### config.mk
export PLATFORM = sky130hd
export DESIGN_NAME = bound_device_alarm_table
export DESIGN_NICKNAME = d
export VERILOG_FILES = /design/src/rtl/bdat_pkg.sv /design/src/rtl/bound_device_alarm_table.sv
export SDC_FILE = /design/constraint.sdc
export NUM_CORES = 1
export LEC_CHECK = 0
export ABC_CLOCK_PERIOD_IN_PS = 12150
export BUFFER_PORTS_ARGS = -buffer_cell sky130_fd_sc_hd__buf_4
export CORE_MARGIN = 2
export CORE_UTILIZATION = 29
export CTS_CLUSTER_SIZE = 10
export DETAILED_ROUTE_END_ITERATION = 8
export GPL_ROUTABILITY_DRIVEN = 0
export REMOVE_ABC_BUFFERS = 1
export SLEW_MARGIN = 25
export SYNTH_ARGS = -nofsm -noshare
export SYNTH_HDL_FRONTEND = slang
export SYNTH_SLANG_ARGS = --single-unit
### constraint.sdc
create_clock -name clk -period 12.15 [get_ports clk]
set_clock_uncertainty 0.1 [all_clocks]
set_input_delay 3.645 -clock clk [delete_from_list [all_inputs] [get_ports clk]]
set_output_delay 3.645 -clock clk [all_outputs]
set_load 0.1 [all_outputs]
### src/rtl/bdat_pkg.sv
package bdat_pkg;

  localparam int unsigned ADDR_W     = 32;
  localparam int unsigned NUM_W      = 8;
  localparam int unsigned TIME_W     = 32;
  localparam int unsigned OP_W       = 2;
  localparam int unsigned COUNT_W    = 5;
  localparam int unsigned IN_DATA_W  = 72;
  localparam int unsigned OUT_DATA_W = 80;

  typedef enum logic [OP_W-1:0] {
    OP_BIND  = 2'd0,
    OP_ALARM = 2'd1,
    OP_CLEAR = 2'd2
  } op_t;

  typedef enum logic [1:0] {
    ST_IDLE,
    ST_SEARCH,
    ST_SCAN,
    ST_FINISH
  } state_t;

  typedef struct packed {
    logic [TIME_W-1:0] stamp;
    logic [NUM_W-1:0]  number;
    logic [ADDR_W-1:0] address;
  } entry_t;

endpackage

### src/rtl/bound_device_alarm_table.sv
// Channel | Ports                        | Contents
// in      | in_tvalid/in_tready          | tuser: operation; tdata: address, device_number,
//         |                              |   timestamp
// out     | out_tvalid/out_tready        | tuser: pending_found; tdata: status,
//         |                              |   pending_address, pending_number, pending_time,
//         |                              |   bound_count
// One request at a time: accept, address search (skipped for a bind to a full
// table and for unknown operations), flag scan, then load the output register.
// The single-port entry memory (registered read) sets the pace of the address
// search. Synchronous active-low reset empties the table at once (count and
// flags are flops). A stalled output holds the next request in FINISH.
module bound_device_alarm_table
  import bdat_pkg::*;
#(
  parameter int unsigned MAX_DEVICES = 16
) (
  input  logic                  clk,
  input  logic                  rst_n,
  input  logic                  in_tvalid,
  output logic                  in_tready,
  // [1:0] operation
  input  logic [OP_W-1:0]       in_tuser,
  // [31:0] address, [39:32] device_number, [71:40] timestamp
  input  logic [IN_DATA_W-1:0]  in_tdata,
  output logic                  out_tvalid,
  input  logic                  out_tready,
  // [0] pending_found
  output logic [0:0]            out_tuser,
  // [0] status, [32:1] pending_address, [40:33] pending_number,
  // [72:41] pending_time, [77:73] bound_count, [79:78] zero
  output logic [OUT_DATA_W-1:0] out_tdata
);

  localparam int unsigned IDX_W = (MAX_DEVICES > 1) ? $clog2(MAX_DEVICES) : 1;
  localparam int unsigned CNT_W = $clog2(MAX_DEVICES + 1);

  state_t state_r, state_nxt;

  logic [OP_W-1:0]   op_r, op_nxt;
  logic [ADDR_W-1:0] addr_r, addr_nxt;
  logic [NUM_W-1:0]  num_r, num_nxt;
  logic [TIME_W-1:0] time_r, time_nxt;
  logic              status_r, status_nxt;
  logic              pend_r, pend_nxt;
  logic [CNT_W-1:0]  count_r, count_nxt;
  logic [CNT_W-1:0]  idx_r, idx_nxt;
  logic              cmp_v_r, cmp_v_nxt;
  logic [IDX_W-1:0]  cmp_idx_r, cmp_idx_nxt;
  logic [MAX_DEVICES-1:0] flag_r, flag_nxt;

  logic                  out_valid_r, out_valid_nxt;
  logic                  o_found_r, o_found_nxt;
  logic [OUT_DATA_W-1:0] o_data_r, o_data_nxt;

  entry_t           mem [MAX_DEVICES];
  entry_t           rd_data_r;
  logic             mem_we, mem_re;
  logic [IDX_W-1:0] mem_wa, mem_ra;
  entry_t           mem_wd;

  logic accept, full, hit, walk_left, search_end, out_free;
  logic [CNT_W+COUNT_W-1:0] count_ext;

  assign in_tready  = (state_r == ST_IDLE);
  assign accept     = in_tvalid && in_tready;
  assign full       = (count_r >= CNT_W'(MAX_DEVICES));
  assign hit        = cmp_v_r && (rd_data_r.address == addr_r);
  assign walk_left  = (idx_r < count_r);
  assign search_end = hit || (!walk_left && !cmp_v_r);
  assign out_free   = !out_valid_r || out_tready;
  assign count_ext  = {{COUNT_W{1'b0}}, count_r};

  assign out_tvalid = out_valid_r;
  assign out_tuser  = o_found_r;
  assign out_tdata  = o_data_r;

  // next state
  always_comb begin
    state_nxt = state_r;
    unique case (state_r)
      ST_IDLE: begin
        if (accept) begin
          case (op_t'(in_tuser)) inside
            OP_BIND:           state_nxt = full ? ST_SCAN : ST_SEARCH;
            OP_ALARM, OP_CLEAR: state_nxt = ST_SEARCH;
            default:           state_nxt = ST_SCAN;
          endcase
        end
      end
      ST_SEARCH: if (search_end) state_nxt = ST_SCAN;
      ST_SCAN: begin
        if (!walk_left || flag_r[idx_r[IDX_W-1:0]]) state_nxt = ST_FINISH;
      end
      ST_FINISH: if (out_free) state_nxt = ST_IDLE;
      default: state_nxt = ST_IDLE;
    endcase
  end

  // datapath and memory control
  always_comb begin
    op_nxt        = op_r;
    addr_nxt      = addr_r;
    num_nxt       = num_r;
    time_nxt      = time_r;
    status_nxt    = status_r;
    pend_nxt      = pend_r;
    count_nxt     = count_r;
    idx_nxt       = idx_r;
    cmp_v_nxt     = cmp_v_r;
    cmp_idx_nxt   = cmp_idx_r;
    flag_nxt      = flag_r;
    out_valid_nxt = out_valid_r && !out_tready;
    o_found_nxt   = o_found_r;
    o_data_nxt    = o_data_r;
    mem_we        = 1'b0;
    mem_wa        = '0;
    mem_wd        = '0;
    mem_re        = 1'b0;
    mem_ra        = idx_r[IDX_W-1:0];

    unique case (state_r)
      ST_IDLE: begin
        if (accept) begin
          op_nxt     = in_tuser;
          addr_nxt   = in_tdata[31:0];
          num_nxt    = in_tdata[39:32];
          time_nxt   = in_tdata[71:40];
          status_nxt = (op_t'(in_tuser) == OP_BIND) && full;
          idx_nxt    = '0;
          cmp_v_nxt  = 1'b0;
          pend_nxt   = 1'b0;
        end
      end
      ST_SEARCH: begin
        if (search_end) begin
          idx_nxt   = '0;
          cmp_v_nxt = 1'b0;
          case (op_t'(op_r))
            OP_BIND: begin
              if (!hit) begin
                mem_we   = 1'b1;
                mem_wa   = count_r[IDX_W-1:0];
                mem_wd   = '{stamp: '0, number: num_r, address: addr_r};
                flag_nxt[count_r[IDX_W-1:0]] = 1'b0;
                count_nxt = count_r + CNT_W'(1);
              end
            end
            OP_ALARM: begin
              if (hit) begin
                mem_we   = 1'b1;
                mem_wa   = cmp_idx_r;
                mem_wd   = '{stamp: time_r, number: rd_data_r.number, address: addr_r};
                flag_nxt[cmp_idx_r] = 1'b1;
              end
            end
            OP_CLEAR: if (hit) flag_nxt[cmp_idx_r] = 1'b0;
            default: ;
          endcase
        end else if (walk_left) begin
          // keep one read in flight, compare it the next cycle
          mem_re      = 1'b1;
          cmp_v_nxt   = 1'b1;
          cmp_idx_nxt = idx_r[IDX_W-1:0];
          idx_nxt     = idx_r + CNT_W'(1);
        end else begin
          cmp_v_nxt = 1'b0;
        end
      end
      ST_SCAN: begin
        if (walk_left) begin
          if (flag_r[idx_r[IDX_W-1:0]]) begin
            mem_re   = 1'b1;
            pend_nxt = 1'b1;
          end else begin
            idx_nxt = idx_r + CNT_W'(1);
          end
        end
      end
      ST_FINISH: begin
        if (out_free) begin
          out_valid_nxt      = 1'b1;
          o_found_nxt        = pend_r;
          o_data_nxt         = '0;
          o_data_nxt[0]      = status_r;
          if (pend_r) begin
            o_data_nxt[32:1]  = rd_data_r.address;
            o_data_nxt[40:33] = rd_data_r.number;
            o_data_nxt[72:41] = rd_data_r.stamp;
          end
          o_data_nxt[77:73]  = count_ext[COUNT_W-1:0];
        end
      end
      default: ;
    endcase
  end

  always_ff @(posedge clk) begin
    if (!rst_n) begin
      state_r     <= ST_IDLE;
      count_r     <= '0;
      flag_r      <= '0;
      idx_r       <= '0;
      cmp_v_r     <= 1'b0;
      out_valid_r <= 1'b0;
    end else begin
      state_r     <= state_nxt;
      count_r     <= count_nxt;
      flag_r      <= flag_nxt;
      idx_r       <= idx_nxt;
      cmp_v_r     <= cmp_v_nxt;
      out_valid_r <= out_valid_nxt;
    end
  end

  always_ff @(posedge clk) begin
    op_r      <= op_nxt;
    addr_r    <= addr_nxt;
    num_r     <= num_nxt;
    time_r    <= time_nxt;
    status_r  <= status_nxt;
    pend_r    <= pend_nxt;
    cmp_idx_r <= cmp_idx_nxt;
    o_found_r <= o_found_nxt;
    o_data_r  <= o_data_nxt;
  end

  always_ff @(posedge clk) begin
    if (mem_we) mem[mem_wa] <= mem_wd;
    if (mem_re) rd_data_r <= mem[mem_ra];
  end

endmodule
==> results of run 1 <==
[cell usage in the layout (no fill, tap or decap), drive strengths merged, types with 3 or more instances in the layout]
cell    instances
inv            22
o31a            3
edfxtp       1383
o21ai           5
a21oi          10
xnor2          20
xor2           16
nand2          25
nor4            6
clkbuf        186
and3            4
buf           214
o211ai          6
nand2b          4
o2111a          4
nor2           55
a22o            4
and2          107
nor3b           6
a221o          15
nand3           5
dfxtp          30
nor3            9
mux4          364
ha             18
nor2b          35
nand4           7
mux2i           6
o31ai           7
clkinv         19
a22oi          10
nand3b          6
a211oi          9
[cell type report]
class | count | share of cell area
Sequential cell | 1413 | 0.671
Multi-Input combinational cell | 789 | 0.179
Clock buffer | 186 | 0.0678
Tap cell | 2464 | 0.0491
Timing Repair Buffer | 214 | 0.0264
Clock inverter | 26 | 0.00538
Inverter | 18 | 0.00108
Antenna cell | 1 | 0.0000398
[metrics by stage]
| stage | power, uW | cells | TNS (ns) | instance area, um^2 |
|---|---|---|---|---|
| floorplan | 6340 | 2220 | -6846.79 | 53300 |
| CTS | 11000 | 5108 | 0 | 62700 |
| global route | 11300 | 5111 | 0 | 62800 |
| finish | 10900 | 5111 | 0 | 62800 |
| detailed placement | 6630 | 4896 | 0 | 58100 |
| global placement | 6620 | 4896 | 0 | 58100 |
[Yosys cell counts (2+ instances only)]
cell type,n
buf_1,33
buf_4,2
xor2_1,16
nand2_1,25
nor3_1,9
a31oi_1,2
buf_2,3
a211oi_1,9
and2_1,107
nor3b_1,6
and3_1,4
a21oi_1,10
mux2i_1,6
o21ai_0,5
dfxtp_1,30
o2111a_1,4
o211ai_1,6
o31a_1,3
nand2b_1,4
nand3_1,5
a22o_1,4
or2_2,2
ha_1,18
edfxtp_1,1383
inv_1,18
nand4_1,7
xnor2_1,20
a22oi_1,10
a21o_1,2
nor2b_1,35
nor4_1,5
mux4_2,364
a221o_1,15
nor2_1,54
o31ai_1,7
clkbuf_1,74
nand3b_1,6
a32o_1,2
[routing by layer]
layer  vias to the layer above  GRT usage  share of wire
met4                         0     0.0457          0.025
met1                     13500      0.183           0.41
li1                      10300          -              -
met5                         -          0              0
met3                       184     0.0262          0.054
met2                       778      0.237           0.51
[flip-flops by register name, indices dropped and copies added (netlist names)]
signal      cells
cmp_v_r         1
num_r           8
rd_data_r      72
out_tvalid      1
state_r         2
out_tdata      78
out_tuser       1
idx_r           5
cmp_idx_r       4
op_r            2
time_r         32
count_r         5
mem          1152
pend_r          1
flag_r         16
addr_r         32
status_r        1
[power breakdown]
group / internal [uW] / switching [uW] / leakage, uW
Sequential: 5520 / 74.2 / 0.0136
Combinational: 293 / 625 / 0.00396
Clock: 2510 / 1840 / 0.00224
Total: 8320 / 2540 / 0.0198
[worst max-delay path: stages (launching register included)]
cell	delay, ns
dfxtp_1	0.33
inv_1	0.13
ha_1	0.25
buf_4	0.32
[worst max-delay path by stage]
stage | cells past startpoint | slack (ns) | to | startpoint
floorplan | 5 | -6.76 | rd_data_r[0] | idx_r[0]
global placement | 5 | 6.35 | out_tdata[14] | out_tready
detailed placement | 5 | 6.35 | out_tdata[14] | out_tready
CTS | 3 | 6.50 | in_tready | state_r[1]
global route | 3 | 6.45 | in_tready | state_r[1]
finish | 3 | 6.59 | in_tready | state_r[1]
[cell families after synthesis]
| kind of cell | share of synthesized area |
|---|---|
| other cells | 0.0000698 |
| mux | 0.154 |
| fa+ha+maj | 0.00419 |
| buf+inv | 0.00951 |
| flops | 0.785 |
| simple gates | 0.0290 |
| xor+xnor | 0.00587 |
| compound gates | 0.0127 |
==> impl_metrics.csv, run 1 <==
group,metric,value,unit
status,status,"complete, no violations",
timing,fin_crit_sh,0.458,
clocking,clockRootBuffer,"clkbuf_16",
hold_path,hold_path_depth,0,
timing,finalSetupViolCount,0,
critical_path,r2r_end,"mem[7][13]",
job,max_cap_viol_count,0,
clocking,postCtsSetupRepairBufs,0,
clocking,numClockSinks,1413,
power_and_ir_drop,ir_drop,0.000150,V
synth,synth.top_cell.area_share,0.773,
detailed_routing,wl_per_cell,26.0,um
place,place_ws,6.35,ns
detailed_routing,drtPass1Iterations,5,
synth,ys_types,55,
synth,yosys.area.top_type,"edfxtp_1",
synth,synth_warnings,0,
synth,avgSynthCellArea,23.0,um^2
clocking,postCtsHoldBufs,0,
synth,synth_seq_cells,1413,
hold_path,hp-start,"status_r",
place,port_buffers,158,
hold_path,hold_end,"out_tdata[0]",
floorplanning,fp.dieW,434,um
grt,grt_pass1_wl,189,mm
synth,yosysSeqAreaShare,0.785,
power_and_ir_drop,leakagePower,0.0198,uW
finish,drive_above_1_share,0.308,
critical_path,critPathArrivalTime,1.81,ns
floorplanning,fp.dieH,434,um
synth,synth_edf_count,1383,
timing,worstMarginPinSlew,1.06,ns
detailed_routing,via_count,24700,
finish,nNetsFinal,2696,
finish,n_fill_cell,17100,
critical_path,r2r-start,"rd_data_r[5]",
clocking,post_cts_resized,0,
floorplanning,die_area,189000,um^2
grt,grt_overflow,0,
timing,fmax,0.180,GHz
floorplanning,boundaryPins,161,
timing,rsz0062_at_grt,"false",
critical_path,cp_max_fo,4,
place,dpl.hpwl,69.4,mm
clocking,cts_tree,"done",
clocking,ctsLongestPathBuffers,3,
grt,gr-usage-all-layers,0.141,
timing,report.final.hold_viol_count,0,
grt,antenna_found_initial,4,
critical_path,worst_r2r_path_depth,9,
finish,regArea,42100,um^2
detailed_routing,drtIter0Drc,2520,
critical_path,worst-endpoint-required,8.40,ns
power_and_ir_drop,power.density,173,nW/um^2
hold_path,hold_class,"flop to flop",
timing,whs,0.354,ns
timing,slew_violations,0,
floorplanning,core_area,183000,um^2
finish,utilization,0.342,
clocking,insertion_delay,0.78,ns
grt,grt_pass1_vias,25600,
synth,syn_inst,2332,
synth,synthArstFlopShare,0,
floorplanning,fp-row-count,157,
synth,synth-main-ff-cell,"edfxtp_1",
clocking,clk_pin_slew_worst_paths,0.06,ns
critical_path,worst-setup-path-type,"flop to output port",
critical_path,start_kind,"flop",
detailed_routing,drt-total-wl,133,mm
finish,synthToLayoutAreaGrowth,17.0,%
synth,synthTopCellsByArea,"edfxtp_1, mux4_2, and2_1",
finish,multiInputGateArea,11200,um^2
grt,grt_max_degree,143,
clocking,h-tree-depth,4,
detailed_routing,viasPerCell,4.84,
critical_path,reg2reg_slack,6.79,ns
clocking,numCtsBuffers,164,
timing,min_period,5.56,ns
detailed_routing,drc_errors,0,
timing,setup_ws,6.59,ns
detailed_routing,ant_nets,0,
floorplanning,start_util,0.293,
critical_path,cp-end-kind,"output port",
synth,netlist_area,53700,um^2
timing,relSlewSlack,0.292,
Note: power is estimated with default switching activity, not from simulation.
==> run 2, diff against run 1 <==
--- a/config.mk
+++ b/config.mk
@@ -5,7 +5,7 @@
 export SDC_FILE = /design/constraint.sdc
 export NUM_CORES = 1
 export LEC_CHECK = 0
-export ABC_CLOCK_PERIOD_IN_PS = 12150
+export ABC_CLOCK_PERIOD_IN_PS = 5410
 export BUFFER_PORTS_ARGS = -buffer_cell sky130_fd_sc_hd__buf_4
 export CORE_MARGIN = 2
 export CORE_UTILIZATION = 29
==> constraint.sdc (replaced) <==
create_clock -name clk -period 5.41 [get_ports clk]
set_clock_uncertainty 0.1 [all_clocks]
set_input_delay 1.623 -clock clk [delete_from_list [all_inputs] [get_ports clk]]
set_output_delay 1.623 -clock clk [all_outputs]
set_load 0.1 [all_outputs]
==> run 2 against run 1 <==
Net effect: via count shrank 1.2%; routed wire length shrank 3.1%; register-to-register slack lost 6.0 ns; count of clock-buffer cells in the layout grew 3; sequential share of layout area shrank 0.59 points; die area is the same; worst setup slack lost 5.8 ns; non-clock buffer count grew 27; sequential power grew 130%; core utilization grew 0.30 points; flip-flop and latch count is the same.
==> impl_metrics.csv, run 2 (synthesized netlist as in run 1, its figures left out) <==
group,metric,value,unit
detailed_routing,drc_errors,0,
timing,report.final.hold_viol_count,0,
detailed_routing,drtPass1Iterations,5,
critical_path,cp-startpoint,"rd_data_r[5]",
clocking,numCtsBuffers,163,
floorplanning,fp.dieW,434,um
finish,largest_register_ffs,1152,
place,port_buffers,158,
power_and_ir_drop,power.density,385,nW/um^2
detailed_routing,wl_per_cell,25.0,um
status,status,"complete, no violations",
floorplanning,die_area,189000,um^2
critical_path,critPathCapture,"mem[2][22]",
timing,rsz0062_at_grt,"false",
clocking,clk_pin_slew_worst_paths,0.06,ns
floorplanning,fp.dieH,434,um
critical_path,start_kind,"flop",
detailed_routing,ant_nets,0,
floorplanning,start_util,0.293,
critical_path,crit_path_top_delay_cell,"nor2_4",
hold_path,hold_class,"flop to flop",
timing,finalSetupViolCount,0,
place,place_ws,0.883,ns
detailed_routing,viasPerCell,4.75,
grt,grt_max_degree,160,
finish,nNetsFinal,2722,
timing,min_period,4.58,ns
clocking,clockRootBuffer,"clkbuf_16",
detailed_routing,drt-total-wl,129,mm
clocking,insertion_delay,0.80,ns
clocking,postCtsSetupRepairBufs,0,
critical_path,critPathArrivalTime,4.96,ns
timing,final.setup.tns,0,ns
power_and_ir_drop,leakagePower,0.0200,uW
floorplanning,fp-row-count,157,
timing,relSlewSlack,0.236,
critical_path,critPathTopFamily,"simple AND/OR/NAND/NOR gates",
critical_path,worst-setup-path-type,"flop to flop",
place,dpl.hpwl,73.6,mm
job,max_cap_viol_count,0,
clocking,numClockSinks,1413,
grt,grt_overflow,0,
grt,grt_pass1_wl,185,mm
finish,drive_above_1_share,0.311,
grt,antenna_found_initial,4,
finish,synthToLayoutAreaGrowth,18.0,%
clocking,cts_tree,"done",
critical_path,critPathMaxStageDelay,0.73,ns
finish,final_cell_mix,"edfxtp_1, mux4_2, buf_4, clkbuf_16, and2_1",
clocking,h-tree-depth,4,
critical_path,worst-endpoint-required,5.79,ns
critical_path,reg2reg_slack,0.83,ns
finish,n_fill_cell,16900,
critical_path,worst-path-stages,8,
timing,slew_violations,0,
timing,setup_ws,0.831,ns
power_and_ir_drop,ir_drop,0.000327,V
timing,fmax,0.218,GHz
clocking,postCtsHoldBufs,0,
finish,final_common_cell,"edfxtp_1",
clocking,post_cts_resized,0,
grt,gr-usage-all-layers,0.136,
floorplanning,boundaryPins,161,
timing,fin_crit_sh,0.846,
timing,worstMarginPinSlew,1.14,ns
detailed_routing,drtIter0Drc,2154,
grt,grt_pass1_vias,25500,
critical_path,worst-path-buf-inv,1,
critical_path,r2r_end,"mem[2][22]",
finish,largest_register,"mem",
critical_path,worst_r2r_path_depth,8,
critical_path,path_cells,"xnor2_1 -> nand4_1 -> or4_4 -> or3_1 -> o31ai_1 -> o211ai_1 -> nor2_4 -> buf_4",
floorplanning,core_area,183000,um^2
critical_path,cp_max_fo,14,
critical_path,r2r-start,"rd_data_r[5]",
detailed_routing,via_count,24400,
clocking,ctsLongestPathBuffers,3,
critical_path,cp-end-kind,"flop",
## run 2: cell types whose count changed in the layout (fill, tap and decap cells not counted), sizes merged
| cell | change |
|---|---|
| clkbuf | +3 |
| inv | +2 |
| clkinv | -3 |
| clkinvlp | -1 |
| buf | +27 |
## run 2: worst min-delay path by stage
stage | from | slack, ns | endpoint | cells after the start
3_5_place_dp | status_r | 0.33 | out_tdata[0] | 0
5_1_grt | status_r | 0.36 | out_tdata[0] | 0
6_report | status_r | 0.35 | out_tdata[0] | 0
3_3_place_gp | status_r | 0.33 | out_tdata[0] | 0
2_1_floorplan | status_r | 0.30 | out_tdata[0] | 0
4_1_cts | status_r | 0.35 | out_tdata[0] | 0
## run 2: layer usage
metal / share of wire / GRT usage / vias to the layer above
met2: 0.51 / 0.230 / 753
met3: 0.054 / 0.0247 / 170
met1: 0.42 / 0.179 / 13200
met4: 0.024 / 0.0402 / 2
li1: - / - / 10300
met5: 0.000093 / 0 / -
## run 2: worst register-to-register path: stages, from the launching register on
cell and delay [ns]:
edfxtp_1 0.39, xnor2_1 0.39, nand4_1 0.33, or4_4 0.66, or3_1 0.54, o31ai_1 0.37
o211ai_1 0.43, nor2_4 0.74, buf_4 0.33
## run 2: per-stage QoR
step | instance area [um^2] | hold WS, ns | utilization | total power (uW) | cells
floorplan | 53300 | 0.300 | - | 14200 | 2220
global placement | 58800 | 0.330 | 0.320 | 15000 | 4925
detailed placement | 58800 | 0.331 | 0.321 | 15000 | 4925
CTS | 63300 | 0.348 | 0.345 | 24700 | 5138
global route | 63400 | 0.364 | 0.345 | 25200 | 5138
finish | 63400 | 0.351 | 0.345 | 24400 | 5139
## run 2: layout make-up
type | instances | area [um^2] | area share
sequential | 1413 | 42100 | 0.665
multi-input combinational | 789 | 11200 | 0.177
clock buffer | 189 | 4190 | 0.0661
tap | 2464 | 3080 | 0.0487
timing repair buffer | 241 | 2300 | 0.0363
clock inverter | 24 | 343 | 0.00541
inverter | 18 | 67.6 | 0.00107
antenna | 1 | 2.50 | 0.0000395
## run 2: where the power goes
part	switching [uW]	internal (uW)	leakage, uW
sequential	155	12400	0.0136
combinational	1470	670	0.00420
clock	4170	5540	0.00220
total	5790	18600	0.0200
==> run 3, diff against run 2 <==
--- a/config.mk
+++ b/config.mk
@@ -5,7 +5,7 @@
 export SDC_FILE = /design/constraint.sdc
 export NUM_CORES = 1
 export LEC_CHECK = 0
-export ABC_CLOCK_PERIOD_IN_PS = 5410
+export ABC_CLOCK_PERIOD_IN_PS = 4500
 export BUFFER_PORTS_ARGS = -buffer_cell sky130_fd_sc_hd__buf_4
 export CORE_MARGIN = 2
 export CORE_UTILIZATION = 29
==> constraint.sdc (replaced) <==
create_clock -name clk -period 4.5 [get_ports clk]
set_clock_uncertainty 0.1 [all_clocks]
set_input_delay 1.35 -clock clk [delete_from_list [all_inputs] [get_ports clk]]
set_output_delay 1.35 -clock clk [all_outputs]
set_load 0.1 [all_outputs]
==> run 3 against run 2 <==
Net effect: the run now ends with antenna violations left; maximum frequency rose by 11%; critical path depth rose by 1; routed wire length rose by 0.73%; hold slack got worse by 0.032 ns; power rose by 20%; register-to-register slack got worse by 0.45 ns; clock power rose by 18%; sequential power rose by 20%; flip-flop and latch count did not move; global-route usage rose by 0.15 points; combinational power rose by 22%; critical path type unchanged; critical endpoint is now mem[6][41]; largest cell class unchanged.
==> impl_metrics.csv, run 3 (synthesized netlist as in run 1, its figures left out) <==
group,metric,value,unit
status,status,"complete, but fails checks",
status,violations,"antenna violations",
timing,report.final.hold_viol_count,0,
clocking,postCtsHoldBufs,0,
critical_path,crit_path_top_delay_cell,"or3_1",
clocking,insertion_delay,0.79,ns
floorplanning,fp.dieH,434,um
power_and_ir_drop,power.density,459,nW/um^2
grt,grt_pass1_wl,186,mm
power_and_ir_drop,ir_drop,0.000267,V
critical_path,critPathMaxStageDelay,0.54,ns
clocking,clk_pin_slew_worst_paths,0.05,ns
critical_path,path_cells,"xnor2_1 -> nand4_1 -> buf_4 -> or4_4 -> or3_1 -> o31ai_1 -> nand3b_1 -> nor2_4 -> buf_12",
grt,gr-usage-all-layers,0.138,
finish,largest_register_ffs,1152,
timing,fmax,0.243,GHz
detailed_routing,drc_errors,0,
clocking,numCtsBuffers,162,
critical_path,critPathTopFamily,"simple AND/OR/NAND/NOR gates",
floorplanning,die_area,189000,um^2
detailed_routing,drt-total-wl,130,mm
hold_path,hold_class,"flop to flop",
power_and_ir_drop,leakagePower,0.0202,uW
place,dpl_cell_area,59300,um^2
clocking,h-tree-depth,4,
critical_path,critPathArrivalTime,4.45,ns
finish,largest_register,"mem",
critical_path,cp-end-kind,"flop",
timing,rsz0062_at_grt,"false",
floorplanning,start_util,0.293,
timing,worstMarginPinSlew,1.04,ns
finish,drive_above_1_share,0.320,
finish,final_common_cell,"edfxtp_1",
grt,grt_overflow,0,
detailed_routing,drtIter0Drc,2354,
finish,final_cell_mix,"edfxtp_1, mux4_2, buf_4, clkbuf_16, and2_1",
detailed_routing,wl_per_cell,25.0,um
timing,final.setup.tns,0,ns
finish,utilization,0.347,
floorplanning,core_area,183000,um^2
floorplanning,fp.dieW,434,um
finish,finalInstanceArea,63700,um^2
floorplanning,boundaryPins,161,
floorplanning,fp-row-count,157,
critical_path,cp_max_fo,36,
timing,fin_crit_sh,0.914,
detailed_routing,drtPass1Iterations,5,
grt,grt_pass1_vias,25100,
job,max_cap_viol_count,0,
clocking,numClockSinks,1413,
grt,grt_max_degree,127,
timing,finalSetupViolCount,0,
detailed_routing,viasPerCell,4.74,
grt,antenna_found_initial,10,
detailed_routing,via_count,24600,
clocking,post_cts_resized,0,
timing,relSlewSlack,0.306,
critical_path,worst-setup-path-type,"flop to flop",
clocking,clockRootBuffer,"clkbuf_16",
finish,nNetsFinal,2768,
place,port_buffers,158,
critical_path,worst-endpoint-required,4.83,ns
critical_path,start_kind,"flop",
detailed_routing,ant_nets,1,
clocking,cts_tree,"done",
clocking,postCtsSetupRepairBufs,0,
critical_path,worst-path-buf-inv,2,
place,dpl.hpwl,80.0,mm
timing,min_period,4.12,ns
clocking,ctsLongestPathBuffers,3,
timing,slew_violations,0,
finish,synthToLayoutAreaGrowth,18.6,%
==> run 3: worst paths after layout <==
check,from,endpoint,slack (ns),depth (start not counted)
setup / recovery,rd_data_r[11],mem[6][41],0.38,9
hold / removal,status_r,out_tdata[0],0.32,0
setup reg to reg,rd_data_r[11],mem[6][41],0.38,9
hold reg to reg,status_r,out_tdata[0],0.32,0
==> run 3: stage by stage <==
step           std cells  hold WS, ns  worst slack (ns)  power (uW)
6_report            5178        0.319             0.385       29200
5_1_grt             5171        0.321             0.280       30200
4_1_cts             5171        0.320             0.414       29600
3_5_place_dp        4972        0.307             0.439       18100
3_3_place_gp        4972        0.306             0.431       18100
2_1_floorplan       2220        0.300            -14.41       17100
==> run 3: report_power, final <==
| group | internal (uW) | switching [uW] | leakage (uW) |
|---|---|---|---|
| clock network | 6650 | 4860 | 0.00217 |
| logic | 843 | 1770 | 0.00447 |
| registers | 14900 | 197 | 0.0136 |
==> run 3: cell type report <==
class                           count  area [um^2]
Tap cell                         2464         3080
Inverter                           18         67.6
Multi-Input combinational cell    789        11200
Clock inverter                     20          219
Sequential cell                  1413        42100
Clock buffer                      179         4200
Antenna cell                        7         17.5
Fill cell                       17000       120000
Timing Repair Buffer              288         2760
==> run 3: metal layers <==
layer,up-vias,share of wire,wire length [um],global-route usage
li1,10400,-,-,-
met1,13100,0.43,55900,0.195
met2,846,0.48,62300,0.218
met3,171,0.069,9000,0.0276
met4,8,0.018,2300,0.0332
met5,-,0.00032,42,0
